`src/rtl/tks_pkg.sv`:
```
// Shared types, constants and saturating helpers for the timestamp Kalman smoother.
// Used by tks_mul, tks_div and timestamp_kalman_smoother; depends on nothing.
package tks_pkg;

  localparam int CovFrac  = 48;
  localparam int GainIter = 128 + CovFrac;

  typedef logic signed [127:0] wide_t;
  typedef logic signed [63:0]  s64_t;

  localparam wide_t S64Max = {64'b0, 1'b0, {63{1'b1}}};
  localparam wide_t S64Min = {{64{1'b1}}, 1'b1, 63'b0};
  localparam wide_t CovMin = {{64{1'b1}}, 1'b1, 62'b0, 1'b1};

  localparam logic [31:0] InitIntervalRst = 32'd143165577;
  localparam logic [47:0] ProcNoiseRst    = 48'd2814750;
  localparam logic [47:0] MeasNoiseRst    = 48'd140737488355;
  localparam s64_t        CovOne          = 64'sh0001_0000_0000_0000;

  localparam logic [1:0] CfgInitInterval = 2'd0;
  localparam logic [1:0] CfgProcNoise    = 2'd1;
  localparam logic [1:0] CfgMeasNoise    = 2'd2;

  function automatic wide_t sext(s64_t v);
    return wide_t'(v);
  endfunction

  function automatic wide_t zext(logic [63:0] v);
    return wide_t'({64'b0, v});
  endfunction

  function automatic s64_t clamp_s(wide_t a, wide_t lo);
    s64_t r;
    if (a < lo) begin
      r = lo[63:0];
    end else if (a > S64Max) begin
      r = S64Max[63:0];
    end else begin
      r = a[63:0];
    end
    return r;
  endfunction

  function automatic logic [63:0] clamp_u(wide_t a);
    logic [63:0] r;
    if (a[127]) begin
      r = '0;
    end else if (a[127:64] != 64'b0) begin
      r = '1;
    end else begin
      r = a[63:0];
    end
    return r;
  endfunction

  // Round half up, then arithmetic shift right by the covariance fraction width.
  function automatic wide_t sar_round(wide_t a);
    wide_t t;
    t = a + (wide_t'(1) <<< (CovFrac - 1));
    return t >>> CovFrac;
  endfunction

endpackage

```
`src/rtl/tks_div.sv`:
```
// Restoring divider for the gain: quotient of num * 2^48 / den, one bit per cycle,
// truncated toward zero and saturated to the symmetric 64-bit range. Depends on tks_pkg.
module tks_div (
  input  logic           clk_i,
  input  logic           rst_ni,
  input  logic           start_i,
  input  tks_pkg::wide_t num_i,
  input  tks_pkg::wide_t den_i,
  output logic           done_o,
  output tks_pkg::s64_t  quo_o
);
  import tks_pkg::*;

  logic [127:0] n_q, d_q, rem_q;
  logic [63:0]  q_q;
  logic         ovf_q, neg_q, zero_q;
  logic [7:0]   cnt_q;
  logic         busy_q, done_q;
  logic [128:0] rem_sh, rem_sub;
  logic         ge;
  logic [63:0]  mag;

  assign rem_sh  = {rem_q, n_q[127]};
  assign rem_sub = rem_sh - {1'b0, d_q};
  assign ge      = rem_sh >= {1'b0, d_q};

  always_ff @(posedge clk_i or negedge rst_ni) begin
    if (!rst_ni) begin
      busy_q <= 1'b0;
      done_q <= 1'b0;
      cnt_q  <= '0;
    end else begin
      done_q <= start_i ? (den_i == '0) : (busy_q && (cnt_q == 8'(GainIter - 1)));
      if (start_i) begin
        cnt_q <= '0;
        if (den_i != '0) begin
          busy_q <= 1'b1;
        end
      end else if (busy_q) begin
        cnt_q <= cnt_q + 8'd1;
        if (cnt_q == 8'(GainIter - 1)) begin
          busy_q <= 1'b0;
        end
      end
    end
  end

  always_ff @(posedge clk_i) begin
    if (start_i) begin
      n_q    <= num_i[127] ? 128'(-num_i) : num_i;
      d_q    <= den_i[127] ? 128'(-den_i) : den_i;
      neg_q  <= num_i[127] ^ den_i[127];
      zero_q <= (den_i == '0);
      rem_q  <= '0;
      q_q    <= '0;
      ovf_q  <= 1'b0;
    end else if (busy_q) begin
      n_q   <= {n_q[126:0], 1'b0};
      ovf_q <= ovf_q | q_q[63] | q_q[62];
      q_q   <= {q_q[62:0], ge};
      rem_q <= ge ? rem_sub[127:0] : rem_sh[127:0];
    end
  end

  assign mag    = (ovf_q || q_q[63]) ? S64Max[63:0] : q_q;
  assign done_o = done_q;
  assign quo_o  = zero_q ? '0 : (neg_q ? -s64_t'(mag) : s64_t'(mag));

endmodule

```
`config.mk`:
```
export PLATFORM = sky130hd
export DESIGN_NAME = tks_div
export DESIGN_NICKNAME = d
export VERILOG_FILES = /design/src/rtl/tks_pkg.sv /design/src/rtl/tks_div.sv
export SDC_FILE = /design/constraint.sdc
export NUM_CORES = 1
export LEC_CHECK = 0
export BUFFER_PORTS_ARGS = -buffer_cell sky130_fd_sc_hd__buf_2
export CAP_MARGIN = 20
export CORE_ASPECT_RATIO = 0.9
export CORE_MARGIN = 2
export CORE_UTILIZATION = 62
export CTS_CLUSTER_DIAMETER = 200
export CTS_CLUSTER_SIZE = 10
export DETAILED_ROUTE_END_ITERATION = 8
export PLACE_DENSITY_LB_ADDON = 0.05
export REMOVE_ABC_BUFFERS = 1
export SETUP_SLACK_MARGIN = 0.1
export SLEW_MARGIN = 20
export SYNTH_ARGS = -nofsm -noshare
export SYNTH_HDL_FRONTEND = slang
export SYNTH_SLANG_ARGS = --single-unit
```
`constraint.sdc`:
```
create_clock -name clk_i -period 9.85 [get_ports clk_i]
set_input_delay 0.985 -clock clk_i [delete_from_list [all_inputs] [get_ports clk_i]]
set_output_delay 0.985 -clock clk_i [all_outputs]
set_load 0.02 [all_outputs]
```
==> summary.md <==
| Metric | Value |
|---|---|
| Switching Share | 43.4% |
| Wire per inst | 19.7 um |
| Critical path class | flip-flop to output port |
| PD cells | 237 nW/um2 |
| Flop2flop setup slack | 4.04 ns |
| Sequential fraction of the synthesis area | 34.9% |
| Syn-to-layout area delta | 9.29% |
| Top cells by area, synth | edfxtp_1 23%, dfxtp_1 11%, xnor2_1 6.5% |
| Critical Path Source Type | flip-flop |
| Synth Area per Inst | 8.18 um2 |
| Core area | 54300 um2 |
| Worst Hold Class | input pin to asynchronous set/reset pin |
| # port buffers | 323 |
| Combinational power share | 49.4% |
| Reg power frac | 30.3% |
| Max VDD drop | 334 uV |
| Synth cell count leaders | 543 x nor2_1, 488 x nand2_1, 329 x a21oi_1, 258 x edfxtp_1, 251 x xnor2_1 |
| Vias | 31823 |
| WP data required | 8.87 ns |
| Post-synthesis cell count | 4160 |
| Switching power | 3.83 mW |
| RSZ-0062 raised after global routing | no |
| CTS Buffer Depth | 3 |
| DR pass1 iterations | 5 |
| Vias in the first global route | 28460 |
| Synth warn | 0 |
| Fraction of layout instances using a drive strength above 1 | 11.7% |
| # rows | 81 |
| Reg-to-Reg Start | d_q[10]$_DFFE_PP_ |
| Cell Area, Synth | 34000 um2 |
| Clk slew on worst S/H paths | 0.06 ns |
| Max frequency | 169 MHz |
| Pint | 5.00 mW |
| I/O pin cnt | 324 |
| Number of antenna violations at the first check in global routing | 21 |
| DR vias/cell | 6.30 |
| Depth of the most critical reg-to-reg path | 15 |
| Crit path DAT | 4.91 ns |
| Hold Vio Cnt, Final | 0 |
| Global Route Usage Sum | 34.0% |
| Tightest Pin Transition | 1.16 ns |
| Slew headroom | 21.3% |
| Asr flop ratio synth | 2.17% |
| Die area | 56800 um2 |
| Crit path time final | 5.90 ns |
| Synth Flop Type | edfxtp_1 |
| First-pass GRT wire length | 154 mm |
| Detailed placer's ending HPWL | 73.7 mm |
| Max Cap Viol | 0 |
| Initial DRC Count | 3202 |
| Slew Limit Fails | 0 |
| CTS root buffer | clkbuf_16 |
| Status | complete, no violations |
| # resized after CTS | 0 |
| Worst-Skew Late Latency | 0.63 ns |
| Die X | 251 um |
| Height of the chip | 226 um |
| Worst-path maximum fanout | 8 |
| Post-synthesis cell type count | 96 |
| Critical Path End Type | output port |
| Post-CTS Hold Buffers | 0 |
| Leakage | 15.2 nW |
| Endpoint of the lowest-slack register-to-register path | rem_q[53]$_SDFFE_PP0P_ |
| Initial Util | 62.6% |
| Routability Congestion | 1.03 |
| Utilization after layout | 68.5% |
| Drt drc | 0 |
| Overflow after GRT | 0 |
| Num CTS Buffers | 52 |
| Post-synth EDFFs | 258 |
| Final period util | 59.9% |
| CTS tree | built |
| Post-synth top area cell | edfxtp_1 |
| Worst Skew | 0.0318 ns |
| Yosys top cell area share | 22.8% |
| Post-CTS setup buffers | 0 |
| Clock share of power | 20.3% |
| Routed WL | 99.3 mm |
| Detail Route Antenna Nets | 0 |
| Count leader, synth | nor2_1 |
| Pin count of the biggest net entering global routing | 236 |
| Final Total Pwr | 8.83 mW |
| Fin nets | 4689 |
| Final setup vio count | 0 |
| H-tree levels | 2 |
| Yosys reg bits | 461 |
| Clock sinks | 461 |
worst max-delay path, stage by stage (launching register included):
cell,delay [ns]
dfxtp_1,0.33
or2_1,0.27
nor2_1,0.15
ha_1,0.18
nor3b_1,0.36
nor4b_1,0.51
nand2_1,0.34
nor4_4,0.29
nand2_2,0.15
or4_4,0.52
or2_4,0.28
nor3_2,0.21
nand2_1,0.09
o21ai_1,0.15
xnor2_1,0.09
nor2_1,0.18
buf_2,0.20
cell families after synthesis:
logic type               after synthesis  share of synthesized area, %
AND/OR/NAND/NOR                     1534                          20.9
AO/OA/AOI/OAI                       1077                          20.5
flip-flops                           461                          34.9
buffers and inverters                444                          5.20
XOR/XNOR                             410                          10.6
adder cells (fa/ha/maj)              133                          4.91
multiplexers                         101                          3.07
flip-flops by register name, indices dropped and copies added, names as in the netlist:
name    flops
d_q       128
n_q       128
rem_q     128
q_q        64
cnt_q       8
busy_q      1
done_o      1
neg_q       1
ovf_q       1
zero_q      1
power groups by stage:
stage	clock network, mW	registers [mW]	logic [mW]
detailed placement	0	2.69	4.24
floorplan	0	2.63	3.18
CTS	1.82	2.66	4.27
global route	1.90	2.71	4.76
global placement	0	2.69	4.21
finish	1.80	2.67	4.36
layout by cell type (no fill, tap or decap), drive strengths merged, types with 11 or more instances in the layout:
master,count
a311oi,114
nand4,76
nand2b,25
or4,50
nand3,51
dfxtp,193
o21bai,43
a31oi,21
or3,92
mux2i,74
and3,13
clkbuf,91
edfxtp,258
o21ai,233
a21boi,14
a21o,61
o31ai,96
xnor2,251
nor4,29
inv,186
ha,132
o41ai,44
o21a,24
nand2,491
nor3,76
a21oi,329
a221oi,20
xor2,159
or2,37
a211oi,16
nor2,545
buf,342
o211ai,11
mux2,27
per-stage QoR:
step,setup slack (ns),hold slack (ns),cell area [um2],std cells,setup TNS (ns)
finish,3.95,0.224,37200,5048,0
global route,3.60,0.228,37200,5046,0
global placement,4.34,0.471,35700,4948,0
CTS,3.96,0.200,37200,5042,0
detailed placement,4.23,0.475,35700,4948,0
floorplan,-1.71,0.441,33000,3901,-220.92
routing by layer:
| metal | vias to the layer above | GRT usage (%) | share of wire, % |
|---|---|---|---|
| met4 | 26 | 11.2 | 3.2 |
| met5 | - | 0 | 0.18 |
| met3 | 202 | 6.43 | 8.8 |
| li1 | 15269 | - | - |
| met1 | 14961 | 49.1 | 45 |
| met2 | 1365 | 51.3 | 43 |
how the worst max path moves through the flow:
stage,from,to,slack [ns],depth (start not counted)
after floorplan,busy_q$_DFFE_PN0P_,n_q[0]$_SDFFCE_PN0P_,-1.71,2
after global placement,d_q[10]$_DFFE_PP_,rem_q[74]$_SDFFE_PP0P_,4.34,15
after detailed placement,d_q[10]$_DFFE_PP_,rem_q[30]$_SDFFE_PP0P_,4.23,15
after CTS,ovf_q$_SDFFE_PP0P_,quo_o[60],3.96,16
after global routing,ovf_q$_SDFFE_PP0P_,quo_o[60],3.60,16
final,ovf_q$_SDFFE_PP0P_,quo_o[60],3.95,16
layout make-up:
class	count	area, um2
inverters	185	694
diodes	6	15.0
multi-input cells	3255	20400
flip-flops and latches	461	11900
repair buffers	342	1800
fillers	4601	17100
clock inverters	3	58.8
clock buffers	91	1450
well taps	705	882
No activity file was read; power rests on OpenSTA's default activity.
