==> config.mk <==
export PLATFORM = sky130hd
export DESIGN_NAME = tks_mul
export DESIGN_NICKNAME = d
export VERILOG_FILES = /design/src/rtl/tks_pkg.sv /design/src/rtl/tks_mul.sv
export SDC_FILE = /design/constraint.sdc
export NUM_CORES = 2
export LEC_CHECK = 0
export ABC_AREA = 1
export BUFFER_PORTS_ARGS = -buffer_cell sky130_fd_sc_hd__buf_2
export CAP_MARGIN = 30
export CORE_ASPECT_RATIO = 1.75
export CORE_MARGIN = 1
export CORE_UTILIZATION = 55
export CTS_CLUSTER_DIAMETER = 100
export CTS_CLUSTER_SIZE = 40
export DETAILED_ROUTE_END_ITERATION = 12
export GPL_TIMING_DRIVEN = 1
export PLACE_DENSITY = 0.72
export SYNTH_ARGS = -nofsm -noshare
export SYNTH_HDL_FRONTEND = slang
export SYNTH_SLANG_ARGS = --single-unit
==> constraint.sdc <==
create_clock -name clk_i -period 10.2 [get_ports clk_i]
set_input_delay 2.04 -clock clk_i [delete_from_list [all_inputs] [get_ports clk_i]]
set_output_delay 2.04 -clock clk_i [all_outputs]
set_load 0.005 [all_outputs]
==> src/rtl/tks_pkg.sv <==
// Shared types, constants and saturating helpers for the timestamp Kalman smoother.
// Used by tks_mul, tks_div and timestamp_kalman_smoother; depends on nothing.
package tks_pkg;

  localparam int CovFrac  = 48;
  localparam int GainIter = 128 + CovFrac;

  typedef logic signed [127:0] wide_t;
  typedef logic signed [63:0]  s64_t;

  localparam wide_t S64Max = {64'b0, 1'b0, {63{1'b1}}};
  localparam wide_t S64Min = {{64{1'b1}}, 1'b1, 63'b0};
  localparam wide_t CovMin = {{64{1'b1}}, 1'b1, 62'b0, 1'b1};

  localparam logic [31:0] InitIntervalRst = 32'd143165577;
  localparam logic [47:0] ProcNoiseRst    = 48'd2814750;
  localparam logic [47:0] MeasNoiseRst    = 48'd140737488355;
  localparam s64_t        CovOne          = 64'sh0001_0000_0000_0000;

  localparam logic [1:0] CfgInitInterval = 2'd0;
  localparam logic [1:0] CfgProcNoise    = 2'd1;
  localparam logic [1:0] CfgMeasNoise    = 2'd2;

  function automatic wide_t sext(s64_t v);
    return wide_t'(v);
  endfunction

  function automatic wide_t zext(logic [63:0] v);
    return wide_t'({64'b0, v});
  endfunction

  function automatic s64_t clamp_s(wide_t a, wide_t lo);
    s64_t r;
    if (a < lo) begin
      r = lo[63:0];
    end else if (a > S64Max) begin
      r = S64Max[63:0];
    end else begin
      r = a[63:0];
    end
    return r;
  endfunction

  function automatic logic [63:0] clamp_u(wide_t a);
    logic [63:0] r;
    if (a[127]) begin
      r = '0;
    end else if (a[127:64] != 64'b0) begin
      r = '1;
    end else begin
      r = a[63:0];
    end
    return r;
  endfunction

  // Round half up, then arithmetic shift right by the covariance fraction width.
  function automatic wide_t sar_round(wide_t a);
    wide_t t;
    t = a + (wide_t'(1) <<< (CovFrac - 1));
    return t >>> CovFrac;
  endfunction

endpackage

==> src/rtl/tks_mul.sv <==
// Iterative signed 64x64 multiplier, one 32x32 partial product per cycle.
// Depends on tks_pkg.
module tks_mul (
  input  logic          clk_i,
  input  logic          rst_ni,
  input  logic          start_i,
  input  tks_pkg::s64_t a_i,
  input  tks_pkg::s64_t b_i,
  output logic          done_o,
  output tks_pkg::wide_t prod_o
);
  import tks_pkg::*;

  logic [63:0]  am_q, bm_q;
  logic         neg_q;
  logic [127:0] acc_q;
  logic [1:0]   cnt_q;
  logic         busy_q, done_q;
  logic [31:0]  a_half, b_half;
  logic [63:0]  pp;
  logic [6:0]   shamt;

  assign a_half = cnt_q[0] ? am_q[63:32] : am_q[31:0];
  assign b_half = cnt_q[1] ? bm_q[63:32] : bm_q[31:0];
  assign pp     = a_half * b_half;
  assign shamt  = {({1'b0, cnt_q[0]} + {1'b0, cnt_q[1]}), 5'b0};

  always_ff @(posedge clk_i or negedge rst_ni) begin
    if (!rst_ni) begin
      busy_q <= 1'b0;
      done_q <= 1'b0;
      cnt_q  <= '0;
    end else begin
      done_q <= !start_i && busy_q && (cnt_q == 2'd3);
      if (start_i) begin
        busy_q <= 1'b1;
        cnt_q  <= '0;
      end else if (busy_q) begin
        cnt_q <= cnt_q + 2'd1;
        if (cnt_q == 2'd3) begin
          busy_q <= 1'b0;
        end
      end
    end
  end

  always_ff @(posedge clk_i) begin
    if (start_i) begin
      am_q  <= a_i[63] ? 64'(-a_i) : a_i;
      bm_q  <= b_i[63] ? 64'(-b_i) : b_i;
      neg_q <= a_i[63] ^ b_i[63];
      acc_q <= '0;
    end else if (busy_q) begin
      acc_q <= acc_q + ({64'b0, pp} << shamt);
    end
  end

  assign done_o = done_q;
  assign prod_o = neg_q ? -wide_t'(acc_q) : wide_t'(acc_q);

endmodule

==> impl_metrics.csv, run 1 <==
group,metric,value,unit
logic_synthesis,async_flop_share,1.533,%
clock_tree,clock_sinks,261,
floorplan,num_io_pins,260,
global_route,track_usage,75.79,%
floorplan,rows,161,
global_route,grt_pass1_wl,633200,um
clock_tree,cts_made_buffers,12,
floorplan,start_util,55.43,%
place,hpwl,275600,um
logic_synthesis,synthCells,8715,
logic_synthesis,syn-num-nets,10140,
clock_tree,clk_path_buf_depth,3,
floorplan,die_x,253.7,um
run_status,error_line,"[ERROR GRT-0116] Global routing finished with congestion. Check the congestion regions in the DRC Viewer.",
floorplan,die_h,442.4,um
logic_synthesis,synth_top_flop_cell,"edfxtp_1",
global_route,grt_max_degree,79,
logic_synthesis,syn_avg_cell_area,6.996,um^2
place,dp_slack,-1.090,ns
run_status,lastStage,"5_1_grt",
place,place_inst,11680,
logic_synthesis,ys_warn_count,0,
logic_synthesis,ys_seq_elements,261,
logic_synthesis,synth_cell_types,64,
logic_synthesis,syn_area,60970,um^2
global_route,grt_pass1_vias,85190,
place,port_buffers,259,
place,place_congestion,1.195,
clock_tree,htreeDepth,1,
logic_synthesis,synth_edf_count,129,
global_route,grt_overflow,771,
logic_synthesis,ys_seq_area_share,10.72,%
clock_tree,hold_buffers,0,
clock_tree,cts_root_buf,"clkbuf_16",
run_status,status,"aborted with a tool error",
## routing by layer
layer | GRT usage, % | GRT overflow
met3 | 56.96 | 17
met1 | 74.61 | 4
met4 | 78.98 | 306
met5 | 19.65 | 1
met2 | 95.14 | 443
## synthesized netlist by cell type, drive strengths merged, types with 19 or more instances
cell       n  area (um^2)
buf       24        93.84
clkbuf   224        850.8
dfxtp    128         2562
xor2     208         1822
o21ai    507         2545
nand2   1675         6315
fa       897        17960
a31oi     28        175.2
nor2    1568         6002
or2       48        300.3
nor3     108        639.4
nand4     65        434.2
xnor2     79        691.9
inv     1685         6325
clkinv    22        82.58
ha       394         4930
o21bai    37        277.8
edfxtp   129         3874
a21oi    411         2061
o22ai     41        256.5
a21o      38        285.3
nand3    216         1106
o211ai    19        142.6
nor4      89        575.6
## logic make-up after synthesis
family	share of synthesized area, %
AOI/OAI and AO/OA	9.935
xor gates and xnor gates	4.123
adders and majority gates	37.54
buffers and inverters	12.06
DFF	10.72
muxes	0.01642
and+or+nand+nor	25.61
## metrics by stage
stage,area [um^2],hold WS [ns]
2_1_floorplan,60970,0.4726
3_5_place_dp,75730,0.5459
3_3_place_gp,75700,0.5316
4_1_cts,77350,0.5704
## timing repair
action,in CTS
pin swaps,52
setup endpoints to repair,92
setup buffers,33
gates resized for setup,261
cloned,1
hold endpoints to repair,0
==> inputs of run 2 (changes only) <==
CORE_ASPECT_RATIO = default   (was 1.75)
CORE_UTILIZATION = 40   (was 55)
CTS_CLUSTER_DIAMETER = default   (was 100)
CTS_CLUSTER_SIZE = default   (was 40)
PLACE_DENSITY = default   (was 0.72)
PLACE_DENSITY_LB_ADDON = 0.15   (was default)
==> run 2 against run 1 <==
Compared with the run above: the flow now finishes, with violations (negative setup slack); synthesized cell count is the same; synthesized area is the same.
==> impl_metrics.csv, run 2 <==
group,metric,value,unit
floorplan,die_h,392.4,um
worst_setup_path,worstSetupPathType,"flop to flop",
worst_setup_path,critPathSlowestCell,"fa_1",
routing,wl,323200,um
clock_tree,hold_buffers,0,
final_layout,fin_nets,11770,
global_route,grt_max_degree,67,
sta,finalMaxSlewViolations,0,
clock_tree,htreeDepth,2,
worst_setup_path,ff2ff_path_depth,51,
logic_synthesis,netlist.top_cell.by_area,"fa_1",
routing,drc,0,
clock_tree,clk_path_buf_depth,3,
logic_synthesis,syn_avg_cell_area,6.996,um^2
global_route,track_usage,40.91,%
logic_synthesis,syn-num-nets,10140,
sta,hold_viol,0,
sta,fin_crit_sh,100.3,%
routing,dr.pass1.iters,6,
worst_setup_path,cp_top_family,"adder cells",
min_path,holdCritPathClass,"flop to flop",
logic_synthesis,yosysMostFrequentCell,"inv_1",
floorplan,start_util,40.51,%
final_layout,drive_above_1_share,25.36,%
sta,relSlewSlack,27.32,%
sta,fin_setup_tns,-0.02723,ns
run,maxCapViolations,0,
min_path,whs_endpoint,"acc_q[114]$_SDFFE_PP0P_",
clock_tree,cts_made_buffers,37,
worst_setup_path,slowest_delay,0.61,ns
run_status,status,"finished with violations",
logic_synthesis,ys_warn_count,0,
logic_synthesis,syn_area,60970,um^2
clock_tree,clock_latency,0.63,ns
final_layout,biggestRegsByFlops,"acc_q x128, am_q x64, bm_q x64",
place,place_congestion,1.150,
clock_tree,path_clk_slew,0.07,ns
logic_synthesis,synthCells,8715,
routing,viasPerCell,5.426,
clock_tree,cts_tree,"built",
floorplan,die-area,154000,um^2
worst_setup_path,r2r-end,"acc_q[87]$_SDFFE_PP0P_",
clock_tree,clock_sinks,261,
min_path,holdPathStages,2,
final_layout,final_common_cell,"inv_1",
worst_setup_path,crit_path_start_kind,"flop",
sta,setup_viol,1,
routing,wire_per_inst,26.06,um
worst_setup_path,critPathCaptureType,"flop",
sta,skew,0.04070,ns
logic_synthesis,synth_edf_count,129,
clock_tree,cts_root_buf,"clkbuf_16",
sta,rsz0062_at_grt,"yes",
logic_synthesis,async_flop_share,1.533,%
min_path,min_from,"acc_q[114]$_SDFFE_PP0P_",
final_layout,area_delta_synth_final,33.73,%
floorplan,num_io_pins,260,
global_route,grt_overflow,0,
routing,dr_total_vias,67290,
final_layout,final_cell_mix,"1,627 x inv_1, 1,590 x nand2_1, 1,420 x buf_4, 1,414 x nor2_1, 874 x fa_1",
routing,ant_nets,0,
global_route,antenna_found_initial,20,
logic_synthesis,synth_top_area_share,29.45,%
sta,setup_slack,-0.02723,ns
final_layout,largest-register,"acc_q",
sta,worst_slew_pin_slew,1.080,ns
logic_synthesis,synth_cell_types,64,
worst_setup_path,cp-startpoint,"cnt_q[1]$_DFFE_PN0P_",
worst_setup_path,required,10.71,ns
place,hpwl,277900,um
worst_setup_path,cp_max_fo,11,
logic_synthesis,synth_top_flop_cell,"edfxtp_1",
sta,fmax,97.78,MHz
routing,dr.first_iter.drc_count,7560,
worst_setup_path,rr_startpoint,"cnt_q[1]$_DFFE_PN0P_",
logic_synthesis,ys_seq_elements,261,
floorplan,die_x,392.4,um
logic_synthesis,synthTopCellsByArea,"fa_1 29%, inv_1 10%, nand2_1 10%",
worst_setup_path,crit_buf_inv,18,
global_route,grt_pass1_vias,64780,
worst_setup_path,rrSetupSlack,-0.03,ns
final_layout,fill_cells,15070,
final_layout,multiInputGateArea,49950,um^2
floorplan,coreArea,150500,um^2
worst_setup_path,cp.arrival,10.74,ns
logic_synthesis,ys_seq_area_share,10.72,%
global_route,grt_pass1_wl,447900,um
final_layout,largest_reg_flops,128,
place,port_buffers,259,
sta,fin_crit,10.23,ns
run_status,violations,"negative setup slack",
floorplan,rows,142,
logic_synthesis,yosys-top-cells-count,"1,669 x inv_1, 1,664 x nand2_1, 1,551 x nor2_1",
final_layout,register_area,6539,um^2
[run 2: cell counts after synthesis]
No cell type changed its count.
[run 2: layout make-up]
class,instances,share of cell area (%)
Tap cell,2016,3.094
Timing Repair Buffer,1845,18.17
Clock buffer,46,1.254
Clock inverter,22,0.2333
Sequential cell,261,8.020
Inverter,1707,7.942
Multi-Input combinational cell,6499,61.27
Antenna cell,6,0.01842
[run 2: stage by stage]
step                instances  worst slack [ns]  hold slack (ns)  util, %  cell area, um^2
global route            12400           -0.2874           0.5945    54.17            81520
CTS                     12290          -0.09483           0.5400    51.98            78220
detailed placement      12210            -1.067           0.5306    50.61            76160
finish                  12400          -0.02723           0.5444    54.18            81530
global placement        12200            -1.120           0.5253    50.59            76140
floorplan                8715             1.107           0.4726        -            60970
[run 2: worst reg2reg max path, delay by kind of cell (launching register included)]
family / cells / cell delay, ns
XOR/XNOR: 1 / 0.29
AND/OR/NAND/NOR: 18 / 2.14
buffers and inverters: 18 / 2.02
flip-flops: 1 / 0.41
adder cells (fa/ha/maj): 10 / 4.75
AO/OA/AOI/OAI: 4 / 0.52
[run 2: what timing repair did]
action	CTS	global route
endpoints found under the setup margin	86	100
endpoints found under the hold margin	0	0
buffers inserted	18	93
cloned	1	7
resized for setup	200	614
pin swaps	31	164
[run 2: worst max path at each step]
stage	endpoint	slack [ns]	cells past startpoint
after floorplan	acc_q[91]$_SDFFE_PP0P_	1.11	46
after global placement	acc_q[87]$_SDFFE_PP0P_	-1.12	45
after detailed placement	acc_q[87]$_SDFFE_PP0P_	-1.07	45
after CTS	acc_q[87]$_SDFFE_PP0P_	-0.09	53
after global routing	acc_q[87]$_SDFFE_PP0P_	-0.29	50
final	acc_q[87]$_SDFFE_PP0P_	-0.03	51
[run 2: logic make-up (layout without fill, tap and decap cells)]
kind of cell	count (synthesis)	count (layout)	synth area share, %
AO/OA/AOI/OAI	1117	1117	9.935
XOR/XNOR	287	287	4.123
adder cells (fa/ha/maj)	1291	1291	37.54
buffers and inverters	1955	3620	12.06
flip-flops	261	261	10.72
multiplexers	1	1	0.01642
other	0	6	0
AND/OR/NAND/NOR	3803	3803	25.61
[run 2: layer usage]
layer	routed length [um]	global-route usage [%]	share of wire [%]
met4	13570	14.17	4.2
met3	41100	13.81	13
met5	429	1.276	0.13
met1	138600	57.92	43
met2	129500	57.28	40
Power of run 2 is not shown: default switching activity piles up to over one toggle a cycle in this logic, so the estimate is an artifact.
